--- src/rtl/core/wsc_pkg.sv ---
// Shared types and constants of the wavetable sound channel.
// No dependencies; used by the top level through scoped names.
package wsc_pkg;

    localparam int TABLE_ENTRIES = 32;

    localparam logic [15:0] SAMPLE_STEP_RESET = 16'd12174;

    localparam int FREQ_W   = 11;
    localparam int PERIOD_W = 20;
    localparam int TIME_W   = 32;

    localparam logic [11:0] PERIOD_BASE = 12'd2048;
    localparam logic [7:0]  LEN_RELOAD  = 8'hFF;

    typedef enum logic [1:0] {
        ACT_WRITE  = 2'd0,
        ACT_READ   = 2'd1,
        ACT_TICK   = 2'd2,
        ACT_SAMPLE = 2'd3
    } act_t;

    typedef enum logic [1:0] {
        VOL_MUTE    = 2'd0,
        VOL_FULL    = 2'd1,
        VOL_HALF    = 2'd2,
        VOL_QUARTER = 2'd3
    } vol_t;

    localparam logic [15:0] ADDR_ENABLE   = 16'hFF1A;
    localparam logic [15:0] ADDR_LENGTH   = 16'hFF1B;
    localparam logic [15:0] ADDR_VOLUME   = 16'hFF1C;
    localparam logic [15:0] ADDR_FREQ_LO  = 16'hFF1D;
    localparam logic [15:0] ADDR_FREQ_HI  = 16'hFF1E;
    localparam logic [15:0] ADDR_TABLE_LO = 16'hFF30;
    localparam logic [15:0] ADDR_TABLE_HI = 16'hFF3F;

endpackage

--- src/rtl/core/wsc_ram.sv ---
// Generic RAM: one write port, two read ports with registered read data.
// Self-contained; no package needed. Collisions return the old contents.
module wsc_ram #(
    parameter int WIDTH = 8,
    parameter int DEPTH = 16
) (
    input  logic                     clk,
    input  logic                     we,
    input  logic [$clog2(DEPTH)-1:0] waddr,
    input  logic [WIDTH-1:0]         wdata,
    input  logic                     re,
    input  logic [$clog2(DEPTH)-1:0] raddr_a,
    output logic [WIDTH-1:0]         rdata_a,
    input  logic [$clog2(DEPTH)-1:0] raddr_b,
    output logic [WIDTH-1:0]         rdata_b
);

    logic [WIDTH-1:0] mem_reg [DEPTH];
    logic [WIDTH-1:0] rdata_a_reg;
    logic [WIDTH-1:0] rdata_b_reg;

    always_ff @(posedge clk)
    begin
        if (we)
        begin
            mem_reg[waddr] <= wdata;
        end
        if (re)
        begin
            rdata_a_reg <= mem_reg[raddr_a];
            rdata_b_reg <= mem_reg[raddr_b];
        end
    end

    assign rdata_a = rdata_a_reg;
    assign rdata_b = rdata_b_reg;

endmodule

--- src/rtl/core/wavetable_sound_channel.sv ---
// Wavetable sound channel top level: bus registers, length counter, sample stage.
// Depends on wsc_pkg and wsc_ram (16-byte wave table, two nibbles per byte).
// Pipeline: an accepted item is held in the input register, then its result in the result register.
// Throughput: one item per cycle unless the output stalls; the table RAM has registered reads with write bypass.
// Reset: control and channel state clear, sample_step returns to 12174.
// Reset leaves the wave table contents undefined until written; no clearing pass.
module wavetable_sound_channel #(
    parameter int TABLE_ENTRIES = wsc_pkg::TABLE_ENTRIES
) (
    input  logic        clk,
    input  logic        rst_n,
    input  logic        cfg_valid,
    output logic        cfg_ready,
    input  logic [15:0] sample_step,
    input  logic        in_valid,
    output logic        in_ready,
    input  logic [1:0]  action,
    input  logic [15:0] addr,
    input  logic [7:0]  write_data,
    output logic        out_valid,
    input  logic        out_ready,
    output logic [7:0]  read_data,
    output logic [5:0]  sample_level,
    output logic        channel_on
);

    localparam int PTR_W   = $clog2(TABLE_ENTRIES);
    localparam int BYTES   = TABLE_ENTRIES / 2;
    localparam int BYTE_AW = $clog2(BYTES);
    localparam int FREQ_W  = wsc_pkg::FREQ_W;
    localparam int PER_W   = wsc_pkg::PERIOD_W;
    localparam int TIME_W  = wsc_pkg::TIME_W;

    // handshake and stage control
    logic              in_valid_reg;
    logic              out_valid_reg;
    logic              s1_adv;
    logic              proc;
    logic              in_fire;

    // input stage
    wsc_pkg::act_t     act_reg;
    logic [15:0]       addr_reg;
    logic [7:0]        data_reg;
    logic              fwd_a_reg;
    logic              fwd_b_reg;
    logic [7:0]        fwd_data_reg;

    // channel state
    logic [15:0]       step_reg;
    logic              en_reg,        en_next;
    logic [7:0]        len_load_reg,  len_load_next;
    logic [7:0]        len_cnt_reg,   len_cnt_next;
    logic [7:0]        vol_reg,       vol_next;
    logic [7:0]        fhi_reg,       fhi_next;
    logic [FREQ_W-1:0] freq_reg,      freq_next;
    logic [PER_W-1:0]  period_reg,    period_next;
    logic [PTR_W-1:0]  ptr_reg,       ptr_next;
    logic [TIME_W-1:0] elapsed_reg,   elapsed_next;
    logic              parity_reg,    parity_next;

    // result register
    logic [7:0]        rd_reg,        rd_next;
    logic [5:0]        level_reg,     level_next;
    logic              on_reg;

    // table access
    logic              ram_we;
    logic [BYTE_AW-1:0] ram_waddr;
    logic [BYTE_AW-1:0] raddr_a;
    logic [BYTE_AW-1:0] raddr_b;
    logic [7:0]        ram_rdata_a;
    logic [7:0]        ram_rdata_b;
    logic [7:0]        bus_byte;
    logic [7:0]        samp_byte;
    logic [3:0]        entry;
    logic              in_table;
    logic [PTR_W-1:0]  ptr_addr;

    // sample arithmetic
    logic [TIME_W:0]   sum_ext;
    logic [TIME_W-1:0] sum_sat;
    logic [TIME_W:0]   diff_ext;
    logic [7:0]        len_dec;
    logic [PER_W-1:0]  period_latch;
    wsc_pkg::vol_t     vol_code;

    assign s1_adv    = !out_valid_reg || out_ready;
    assign proc      = in_valid_reg && s1_adv;
    assign in_ready  = !in_valid_reg || s1_adv;
    assign in_fire   = in_valid && in_ready;
    assign cfg_ready = 1'b1;

    assign in_table  = (addr_reg >= wsc_pkg::ADDR_TABLE_LO) &&
                       (addr_reg <= wsc_pkg::ADDR_TABLE_HI);
    assign ram_waddr = addr_reg[BYTE_AW-1:0];
    assign ram_we    = proc && (act_reg == wsc_pkg::ACT_WRITE) && in_table && !en_reg;

    // the sample read address looks ahead at the pointer the current item leaves behind
    assign ptr_addr  = proc ? ptr_next : ptr_reg;
    assign raddr_a   = addr[BYTE_AW-1:0];
    assign raddr_b   = ptr_addr[PTR_W-1:1];

    wsc_ram #(
        .WIDTH (8),
        .DEPTH (BYTES)
    ) u_table (
        .clk     (clk),
        .we      (ram_we),
        .waddr   (ram_waddr),
        .wdata   (data_reg),
        .re      (in_fire),
        .raddr_a (raddr_a),
        .rdata_a (ram_rdata_a),
        .raddr_b (raddr_b),
        .rdata_b (ram_rdata_b)
    );

    assign bus_byte  = fwd_a_reg ? fwd_data_reg : ram_rdata_a;
    assign samp_byte = fwd_b_reg ? fwd_data_reg : ram_rdata_b;
    // even entries sit in the high nibble
    assign entry     = ptr_reg[0] ? samp_byte[3:0] : samp_byte[7:4];
    assign vol_code  = wsc_pkg::vol_t'(vol_reg[6:5]);

    assign sum_ext   = {1'b0, elapsed_reg} + {{(TIME_W+1-16){1'b0}}, step_reg};
    assign sum_sat   = sum_ext[TIME_W] ? {TIME_W{1'b1}} : sum_ext[TIME_W-1:0];
    assign diff_ext  = {1'b0, sum_sat} - {{(TIME_W+1-PER_W){1'b0}}, period_reg};
    assign len_dec   = len_cnt_reg - 8'd1;

    always_comb
    begin
        en_next       = en_reg;
        len_load_next = len_load_reg;
        len_cnt_next  = len_cnt_reg;
        vol_next      = vol_reg;
        fhi_next      = fhi_reg;
        freq_next     = freq_reg;
        period_next   = period_reg;
        ptr_next      = ptr_reg;
        elapsed_next  = elapsed_reg;
        parity_next   = parity_reg;
        rd_next       = 8'h00;
        level_next    = 6'd0;
        period_latch  = '0;

        unique case (act_reg)
            wsc_pkg::ACT_WRITE:
            begin
                unique case (addr_reg)
                    wsc_pkg::ADDR_ENABLE:
                    begin
                        en_next = data_reg[7];
                    end
                    wsc_pkg::ADDR_LENGTH:
                    begin
                        len_load_next = data_reg;
                        len_cnt_next  = data_reg;
                    end
                    wsc_pkg::ADDR_VOLUME:
                    begin
                        vol_next = data_reg;
                    end
                    wsc_pkg::ADDR_FREQ_LO:
                    begin
                        freq_next    = {freq_reg[FREQ_W-1:8], data_reg};
                        period_latch = {wsc_pkg::PERIOD_BASE - {1'b0, freq_next}, 8'h00};
                        period_next  = period_latch;
                    end
                    wsc_pkg::ADDR_FREQ_HI:
                    begin
                        fhi_next  = data_reg;
                        freq_next = {data_reg[2:0], freq_reg[7:0]};
                        if (data_reg[7])
                        begin
                            // restart: rewind the table, reload an expired length and relatch the period
                            ptr_next     = '0;
                            elapsed_next = '0;
                            if (len_cnt_reg == 8'd0)
                            begin
                                len_cnt_next = wsc_pkg::LEN_RELOAD;
                            end
                            period_latch = {wsc_pkg::PERIOD_BASE - {1'b0, freq_next}, 8'h00};
                            period_next  = period_latch;
                        end
                    end
                    default:
                    begin
                    end
                endcase
            end
            wsc_pkg::ACT_READ:
            begin
                unique case (addr_reg)
                    wsc_pkg::ADDR_ENABLE:  rd_next = {en_reg, 7'd0};
                    wsc_pkg::ADDR_LENGTH:  rd_next = len_load_reg;
                    wsc_pkg::ADDR_VOLUME:  rd_next = vol_reg;
                    wsc_pkg::ADDR_FREQ_LO: rd_next = freq_reg[7:0];
                    wsc_pkg::ADDR_FREQ_HI: rd_next = fhi_reg;
                    default:
                    begin
                        if (in_table && !en_reg)
                        begin
                            rd_next = bus_byte;
                        end
                    end
                endcase
            end
            wsc_pkg::ACT_TICK:
            begin
                if (en_reg)
                begin
                    if ((len_cnt_reg != 8'd0) && !parity_reg)
                    begin
                        len_cnt_next = len_dec;
                        if (len_dec == 8'd0)
                        begin
                            if (fhi_reg[6])
                            begin
                                en_next = 1'b0;
                            end
                            else
                            begin
                                len_cnt_next = len_load_reg;
                            end
                        end
                    end
                    parity_next = !parity_reg;
                end
            end
            wsc_pkg::ACT_SAMPLE:
            begin
                if (en_reg && (vol_code != wsc_pkg::VOL_MUTE))
                begin
                    case (vol_code)
                        wsc_pkg::VOL_FULL: level_next = {entry, 2'b00};
                        wsc_pkg::VOL_HALF: level_next = {1'b0, entry, 1'b0};
                        default:           level_next = {2'b00, entry};
                    endcase
                    elapsed_next = sum_sat;
                    // borrow clear means a full period has elapsed
                    if (!diff_ext[TIME_W])
                    begin
                        ptr_next     = ptr_reg + PTR_W'(1);
                        elapsed_next = diff_ext[TIME_W-1:0];
                    end
                end
            end
        endcase
    end

    always_ff @(posedge clk or negedge rst_n)
    begin
        if (!rst_n)
        begin
            in_valid_reg  <= 1'b0;
            out_valid_reg <= 1'b0;
            step_reg      <= wsc_pkg::SAMPLE_STEP_RESET;
            en_reg        <= 1'b0;
            len_load_reg  <= 8'd0;
            len_cnt_reg   <= 8'd0;
            vol_reg       <= 8'd0;
            fhi_reg       <= 8'd0;
            freq_reg      <= '0;
            period_reg    <= '0;
            ptr_reg       <= '0;
            elapsed_reg   <= '0;
            parity_reg    <= 1'b0;
        end
        else
        begin
            if (cfg_valid && cfg_ready)
            begin
                step_reg <= sample_step;
            end
            if (in_ready)
            begin
                in_valid_reg <= in_valid;
            end
            if (s1_adv)
            begin
                out_valid_reg <= in_valid_reg;
            end
            if (proc)
            begin
                en_reg       <= en_next;
                len_load_reg <= len_load_next;
                len_cnt_reg  <= len_cnt_next;
                vol_reg      <= vol_next;
                fhi_reg      <= fhi_next;
                freq_reg     <= freq_next;
                period_reg   <= period_next;
                ptr_reg      <= ptr_next;
                elapsed_reg  <= elapsed_next;
                parity_reg   <= parity_next;
            end
        end
    end

    // payload and result registers
    always_ff @(posedge clk)
    begin
        if (in_fire)
        begin
            act_reg      <= wsc_pkg::act_t'(action);
            addr_reg     <= addr;
            data_reg     <= write_data;
            // bypass a table write that lands on the same edge as the read
            fwd_a_reg    <= ram_we && (ram_waddr == raddr_a);
            fwd_b_reg    <= ram_we && (ram_waddr == raddr_b);
            fwd_data_reg <= data_reg;
        end
        if (proc)
        begin
            rd_reg    <= rd_next;
            level_reg <= level_next;
            on_reg    <= en_next;
        end
    end

    assign out_valid    = out_valid_reg;
    assign read_data    = rd_reg;
    assign sample_level = level_reg;
    assign channel_on   = on_reg;

    a_table_locked: assert property (@(posedge clk) disable iff (!rst_n)
        ram_we |-> !en_reg)
        else $error("table written while channel enabled");

    a_restart_rewinds: assert property (@(posedge clk) disable iff (!rst_n)
        (proc && (act_reg == wsc_pkg::ACT_WRITE) && (addr_reg == wsc_pkg::ADDR_FREQ_HI)
         && data_reg[7]) |=> ((ptr_reg == '0) && (elapsed_reg == '0) && (len_cnt_reg != 8'd0)))
        else $error("restart did not rewind channel state");

    a_level_needs_enable: assert property (@(posedge clk) disable iff (!rst_n)
        (proc && (level_next != 6'd0)) |-> (en_reg && (act_reg == wsc_pkg::ACT_SAMPLE)))
        else $error("sample level produced while silent");

    a_stage_holds: assert property (@(posedge clk) disable iff (!rst_n)
        (in_valid_reg && !s1_adv) |=> (in_valid_reg && $stable(addr_reg)))
        else $error("input stage lost a stalled item");

    a_state_frozen_idle: assert property (@(posedge clk) disable iff (!rst_n)
        !proc |=> ($stable(ptr_reg) && $stable(en_reg)))
        else $error("channel state changed without an item");

endmodule
--- config.mk ---
export PLATFORM = sky130hd
export DESIGN_NAME = wavetable_sound_channel
export DESIGN_NICKNAME = d
export VERILOG_FILES = /design/src/rtl/core/wsc_pkg.sv /design/src/rtl/core/wsc_ram.sv /design/src/rtl/core/wavetable_sound_channel.sv
export SDC_FILE = /design/constraint.sdc
export NUM_CORES = 1
export LEC_CHECK = 0
export CORE_MARGIN = 4
export CORE_UTILIZATION = 64
export DETAILED_ROUTE_END_ITERATION = 8
export DONT_BUFFER_PORTS = 1
export GPL_ROUTABILITY_DRIVEN = 0
export GPL_TIMING_DRIVEN = 0
export PLACE_DENSITY = 0.81
export SYNTH_ARGS = -nofsm -noshare
export SYNTH_HDL_FRONTEND = slang
export SYNTH_SLANG_ARGS = --single-unit
--- constraint.sdc ---
create_clock -name clk -period 8.5 [get_ports clk]
set_input_delay 0.425 -clock clk [delete_from_list [all_inputs] [get_ports clk]]
set_output_delay 0.425 -clock clk [all_outputs]
set_load 0.05 [all_outputs]
## Word level (Yosys, flattened, before mapping)

Memory sizes are Yosys's and may differ from the RTL's. A register that Yosys moved wholly into a read port is not among the register bits.
Index checks and enable logic that the tools add are counted.

| operators by class | value |
|---|---|
| multiplexer cells | 37 |
| eq/ne operators | 22 |
| $add $sub $neg | 6 |
| $lt $le $gt $ge | 2 |
| bitwise operators | 2 |
| reduce and logical (&&, ||, !) cells | 36 |

Operator list:

| cell | count |
|---|---|
| 2-to-1 mux 32 bit | 5 |
| equality test 16 bit, second input constant | 5 |
| 2-to-1 mux 8 bit | 9 |
| one-hot mux 32 bit (2 select lines) | 1 |
| one-hot mux 20 bit (2 select lines) | 1 |
| one-hot mux 8 bit (5 select lines) | 1 |
| adder 32 x 16 -> 33 bit | 1 |
| subtractor 32 x 20 -> 33 bit | 1 |
| one-hot mux 8 bit (2 select lines) | 2 |
| 2-to-1 mux 5 bit | 5 |
| subtractor 12 x 11 -> 12 bit, first input constant | 2 |
| one-hot mux 11 bit (2 select lines) | 1 |
| 2-to-1 mux 20 bit | 1 |
| >= comparator 16 bit, second input constant | 1 |
| <= comparator 16 bit, second input constant | 1 |
| zero test 8 bit | 2 |
| inequality test 2 bit, second input constant | 6 |
| one-hot mux 6 bit (2 select lines) | 1 |
| AND reduction 3 bit | 4 |
| AND reduction 4 bit | 3 |
| logical AND 1 bit | 11 |
| one-hot mux 5 bit (2 select lines) | 1 |
| equality test 4 bit | 2 |
| nonzero test 2 bit | 4 |
| 19 further kinds | 34 |

| word-level totals | value |
|---|---|
| register bits | 171 |
| output and inout port bits | 18 |
| RAM bits | 128 |
| input bits | 47 |
| word-level logic and storage cells | 130 |
| memories kept | 1 |

Memory list:

| memory | depth | bits a word | read ports | clocked after Yosys merged registers in | write ports | line | RTL |
|---|---|---|---|---|---|---|---|
| u_table.mem_reg | 16 | 8 | 2 | 2 | 1 | wsc_ram.sv:18 | `logic [WIDTH-1:0] mem_reg [DEPTH];` |

## Logic depth before layout (Yosys ltp)

| depth | value |
|---|---|
| word-level depth | 9 |
| depth in mapped cells | 28 |
| mapped depth without buffers | 25 |

## Hierarchy

From an unflattened synthesis, not the netlist that was laid out.

| unflattened totals | value |
|---|---|
| cells, all modules | 1,330 |
| area, all modules | 16,464.5 um^2 |

Modules (own cells, without submodules):

| module | times used | area an instance (um^2) | seq. area each (um^2) | cells each |
|---|---|---|---|---|
| wavetable_sound_channel | 1 | 9,959.6 | 4,345.4 | 1,023 |
| wsc_ram | 1 | 6,505.0 | 4,324.1 | 307 |

## Worst setup path after synthesis

No wires, ideal clock.

| path | value |
|---|---|
| path kind | reg-to-reg |
| start | register step_reg[6] |
| end | register u_table.rdata_b_reg[1] (netlist: u_table.rdata_b[1]), read port of u_table.mem_reg, data pin |
| clock period less this slack | 5.909 ns |
| path buffers | 2 |
| stages on the path, launching flop included | 26 |
| arrival time | 5.637 ns |
| setup slack | 2.591 ns |
| library setup time | 0.272 ns |
| cell sequence | dfrtp_1 ha_1 nand4_2 or3_1 a21o_1 a211oi_2 nor2_1 nor2_1 nor2_1 ha_1 fa_1 nor2b_1 o21ai_0 a21boi_0 nor3_1 o31ai_1 a21o_1 a2111o_1 nor4_4 or4_1 and3_4 buf_6 buf_6 a211oi_2 a311oi_1 or4_1 |

| on the way | value |
|---|---|
| longest elaborated chain between the ends | 7 |

RTL lines:

| what | line | RTL |
|---|---|---|
| from (decl) | wavetable_sound_channel.sv:50 | `logic [15:0] step_reg;` |
| from (signal assigned) | wavetable_sound_channel.sv:257 | `step_reg <= wsc_pkg::SAMPLE_STEP_RESET;` |
| from (signal assigned) | wavetable_sound_channel.sv:273 | `step_reg <= sample_step;` |
| adder 32 x 16 -> 33 bit | wavetable_sound_channel.sv:125 | `assign sum_ext = {1'b0, elapsed_reg} + {{(TIME_W+1-16){1'b0}}, step_reg};` |
| 2-to-1 mux 32 bit | wavetable_sound_channel.sv:126 | `assign sum_sat = sum_ext[TIME_W] ? {TIME_W{1'b1}} : sum_ext[TIME_W-1:0];` |
| subtractor 32 x 20 -> 33 bit | wavetable_sound_channel.sv:127 | `assign diff_ext = {1'b0, sum_sat} - {{(TIME_W+1-PER_W){1'b0}}, period_reg};` |
| 2-to-1 mux 5 bit | wavetable_sound_channel.sv:241 | `if (!diff_ext[TIME_W])` |
| 2-to-1 mux 5 bit | wavetable_sound_channel.sv:232 | `if (en_reg && (vol_code != wsc_pkg::VOL_MUTE))` |
| one-hot mux 5 bit (2 select lines) | wavetable_sound_channel.sv:146 | `unique case (act_reg)` |
| 2-to-1 mux 5 bit | n/a |  |
| to (decl) | wsc_ram.sv:20 | `logic [WIDTH-1:0] rdata_b_reg;` |

No other way between the ends. The select of a mux whose other input is x is not followed.
A chain may end at the register's enable or synchronous reset.

## Worst setup path in the final report

| path | value |
|---|---|
| start | register step_reg[0] |
| end | register u_table.rdata_b_reg[5] (netlist: u_table.rdata_b[5]), read port of u_table.mem_reg, data pin |

Same word-level chain as after synthesis.

==> impl_metrics.toml <==
[layout]
final_cell_mix = "nand2_1 (209), edfxtp_1 (195), dfrtp_1 (103)"
final_common_cell = "nand2_1"
layout.nets = 1632
fin_area_mm2 = 0.0184
area_growth_pct = 11.3
largest_reg_flops = 128
postLayoutCoreUtil_pct = 72.8
drive_gt1_share_pct = 13.3
nFillCells = 1606
diodes = 0

[routing]
drt_pass1_iterations = 7
routed_wl_um = 46100
vias = 13100
via_per_inst = 6.92
drcViolationCount = 0
drtIter0Drc = 1980
wire_per_inst_um = 24.3
ant_nets = 0

[timing]
relSlewSlack_pct = 5.53
setup_viol = 0
finalMaxSlewViolations = 0
period_minus_slack_ps = 7690
fmax_ghz = 0.130
rsz0062_at_grt = "no"
hold_violations = 0
tns_ps = 0
tightest_slew_ps = 1410
final.setup_skew_ps = 10.1
min_period_over_period_pct = 90.5

[logic_synthesis]
ys_seq_elements = 307
synth_ff_type = "edfxtp_1"
netlist_area_mm2 = 0.0166
synthCells = 1473
async_flop_share_pct = 36.5
yosysWarnings = 0
netlist-cell-type-count = 80
syn-num-nets = 1562
synth_edf_count = 195
avgSynthCellArea_um2 = 11.3
seq_area_frac_synth_pct = 52.3

[floorplan]
num_rows = 58
io_pins = 65
coreArea_mm2 = 0.0253
die_y_um = 169
die_area_mm2 = 0.0285
chipWidth_um = 169
start_util_pct = 65.4

[global_routing]
grt_pass1_vias = 12700
grt_pass1_wl_um = 71900
grt_max_degree = 113
grt.total_usage_pct = 32.2
overflow = 0
antenna_found_initial = 1

[cts]
ctsHoldBuffers = 36
post_cts_buffers = 0
clock_path_buffers = 3
clock_latency_ps = 570
cts_num_sinks = 307
cts-root-buf = "clkbuf_16"
cts_made_buffers = 31
cts_tree = "yes"
cts.reportedPaths.clkPinSlew_ps = 60
htree_levels = 1
cts_resized = 0

[critical_path]
r2r-end = "u_table.rdata_b[5]"
path_max_fanout = 10
setup.worst_path.end_class = "flip-flop"
cp.arrival_ps = 7980
r2r_slack_ps = 810
crit_type = "reg -> reg"
crit_required_ps = 8790
r2r_cells = 25
timing.rr.start = "step_reg[0]"
critPathLaunchType = "flip-flop"

[run]
max_cap_viol_count = 0

[min_path]
hold_end = "step_reg[2]"
hold_depth = 1
holdCritPathClass = "in -> reg"
holdCritStartpoint = "sample_step[2]"

[pwr]
peakVddDrop_mv = 0.209
switching_share_pct = 36.7
power_frac_seq_pct = 35.6
p_int_mw = 3.26
power.density_mw_per_mm2 = 279
combPwrFrac_pct = 36.9
p_sw_mw = 1.89
power.leakage_nw = 6.89
power.share.clock_pct = 27.5
power_mw = 5.15

[run_status]
status = "finished clean"

[placed_design]
io_buffers = 0
hpwlAfterDp_um = 31000
place_area_mm2 = 0.0170
## power by group through the flow
stage	Combinational, mW	Sequential (mW)	Clock (mW)
after floorplan	1.40	1.82	0
after global placement	1.73	1.85	0
after detailed placement	1.79	1.86	0
after CTS	1.84	1.83	1.41
after global routing	2.07	1.84	1.49
final	1.90	1.83	1.42
## routing by layer
metal,track usage [%],share of wire [%]
met2,52.1,48
met4,12.8,4.7
met3,5.37,11
met5,0,0.015
met1,43.8,37
## critical path, stage by stage (launching register included)
cell	delay (ps)
dfrtp_1	380
ha_1	230
fa_1	440
a211oi_1	340
or3_1	170
a21o_1	140
a211oi_2	90
o21bai_2	370
clkbuf_1	500
nand2_1	170
ha_1	340
nor2b_1	160
o21ai_0	200
a21boi_0	190
nor3_1	230
o31ai_1	150
a21o_1	250
a2111o_1	510
nor4_4	470
buf_6	250
nor4b_1	80
a221oi_2	270
buf_2	340
buf_2	330
a311oi_1	190
or4_1	590
## worst max-delay path by stage
| stage | from | slack, ps | endpoint |
|---|---|---|---|
| floorplan | step_reg[6] | 2590 | u_table.rdata_b[1] |
| global placement | step_reg[0] | 1190 | u_table.rdata_b[5] |
| detailed placement | step_reg[0] | 1100 | u_table.rdata_b[5] |
| CTS | step_reg[0] | 1050 | u_table.rdata_b[5] |
| global route | step_reg[7] | 430 | u_table.rdata_b[5] |
| finish | step_reg[0] | 810 | u_table.rdata_b[5] |
## cells by family (layout without fill, tap and decap cells)
family,count (synthesis),in the layout,synth area share [%]
AOI/OAI and AO/OA,330,330,13.4
DFF,307,307,52.3
buffers and inverters,154,249,3.85
muxes,115,115,10.7
xor gates and xnor gates,63,63,3.33
other,1,1,0.0226
and+or+nand+nor,461,461,13.1
adders and majority gates,42,42,3.26
## final cells by class
class	instances	area, µm²	share of cell area (%)
plain buffers	89	394	2.14
clock buffers	36	825	4.47
clock inverters	22	229	1.24
inverters	65	244	1.32
multi-input cells	1012	7270	39.4
flip-flops and latches	307	8670	47.0
well taps	330	413	2.24
repair buffers	37	398	2.16
## cells in the mapped netlist (5+ instances only)
library cell | number | area share (%)
nand4_1 | 14 | 0.53
dfrtp_1 | 103 | 16
nand2_1 | 209 | 4.7
a211oi_2 | 7 | 0.53
mux2i_1 | 17 | 1.0
nand2b_1 | 13 | 0.49
o31ai_1 | 15 | 0.68
nand3_1 | 44 | 1.3
dfstp_2 | 9 | 1.4
or3_1 | 6 | 0.23
a21boi_0 | 10 | 0.45
a222oi_1 | 8 | 0.48
and3_1 | 5 | 0.19
o21ai_0 | 99 | 3.0
or4_1 | 13 | 0.59
buf_1 | 13 | 0.29
inv_1 | 63 | 1.4
nor4_1 | 6 | 0.23
edfxtp_1 | 195 | 35
a21o_1 | 10 | 0.45
a21oi_1 | 43 | 1.3
xor2_1 | 16 | 0.85
clkbuf_1 | 54 | 1.2
ha_1 | 40 | 3.0
a31oi_1 | 37 | 1.4
buf_2 | 14 | 0.42
nor3_1 | 14 | 0.42
xnor2_1 | 47 | 2.5
nor2_1 | 89 | 2.0
mux4_2 | 44 | 6.0
a311oi_1 | 28 | 1.5
a211oi_1 | 31 | 1.4
nor2b_1 | 16 | 0.60
mux2_2 | 53 | 3.6
## per-stage QoR
stage	hold slack, ps	cells	setup WS, ps
finish	12.1	1898	811
global route	13.5	1898	427
CTS	2.51	1898	1050
detailed placement	134	1804	1100
global placement	133	1803	1190
floorplan	129	1473	2590
Note: power is estimated with default switching activity, not from simulation.
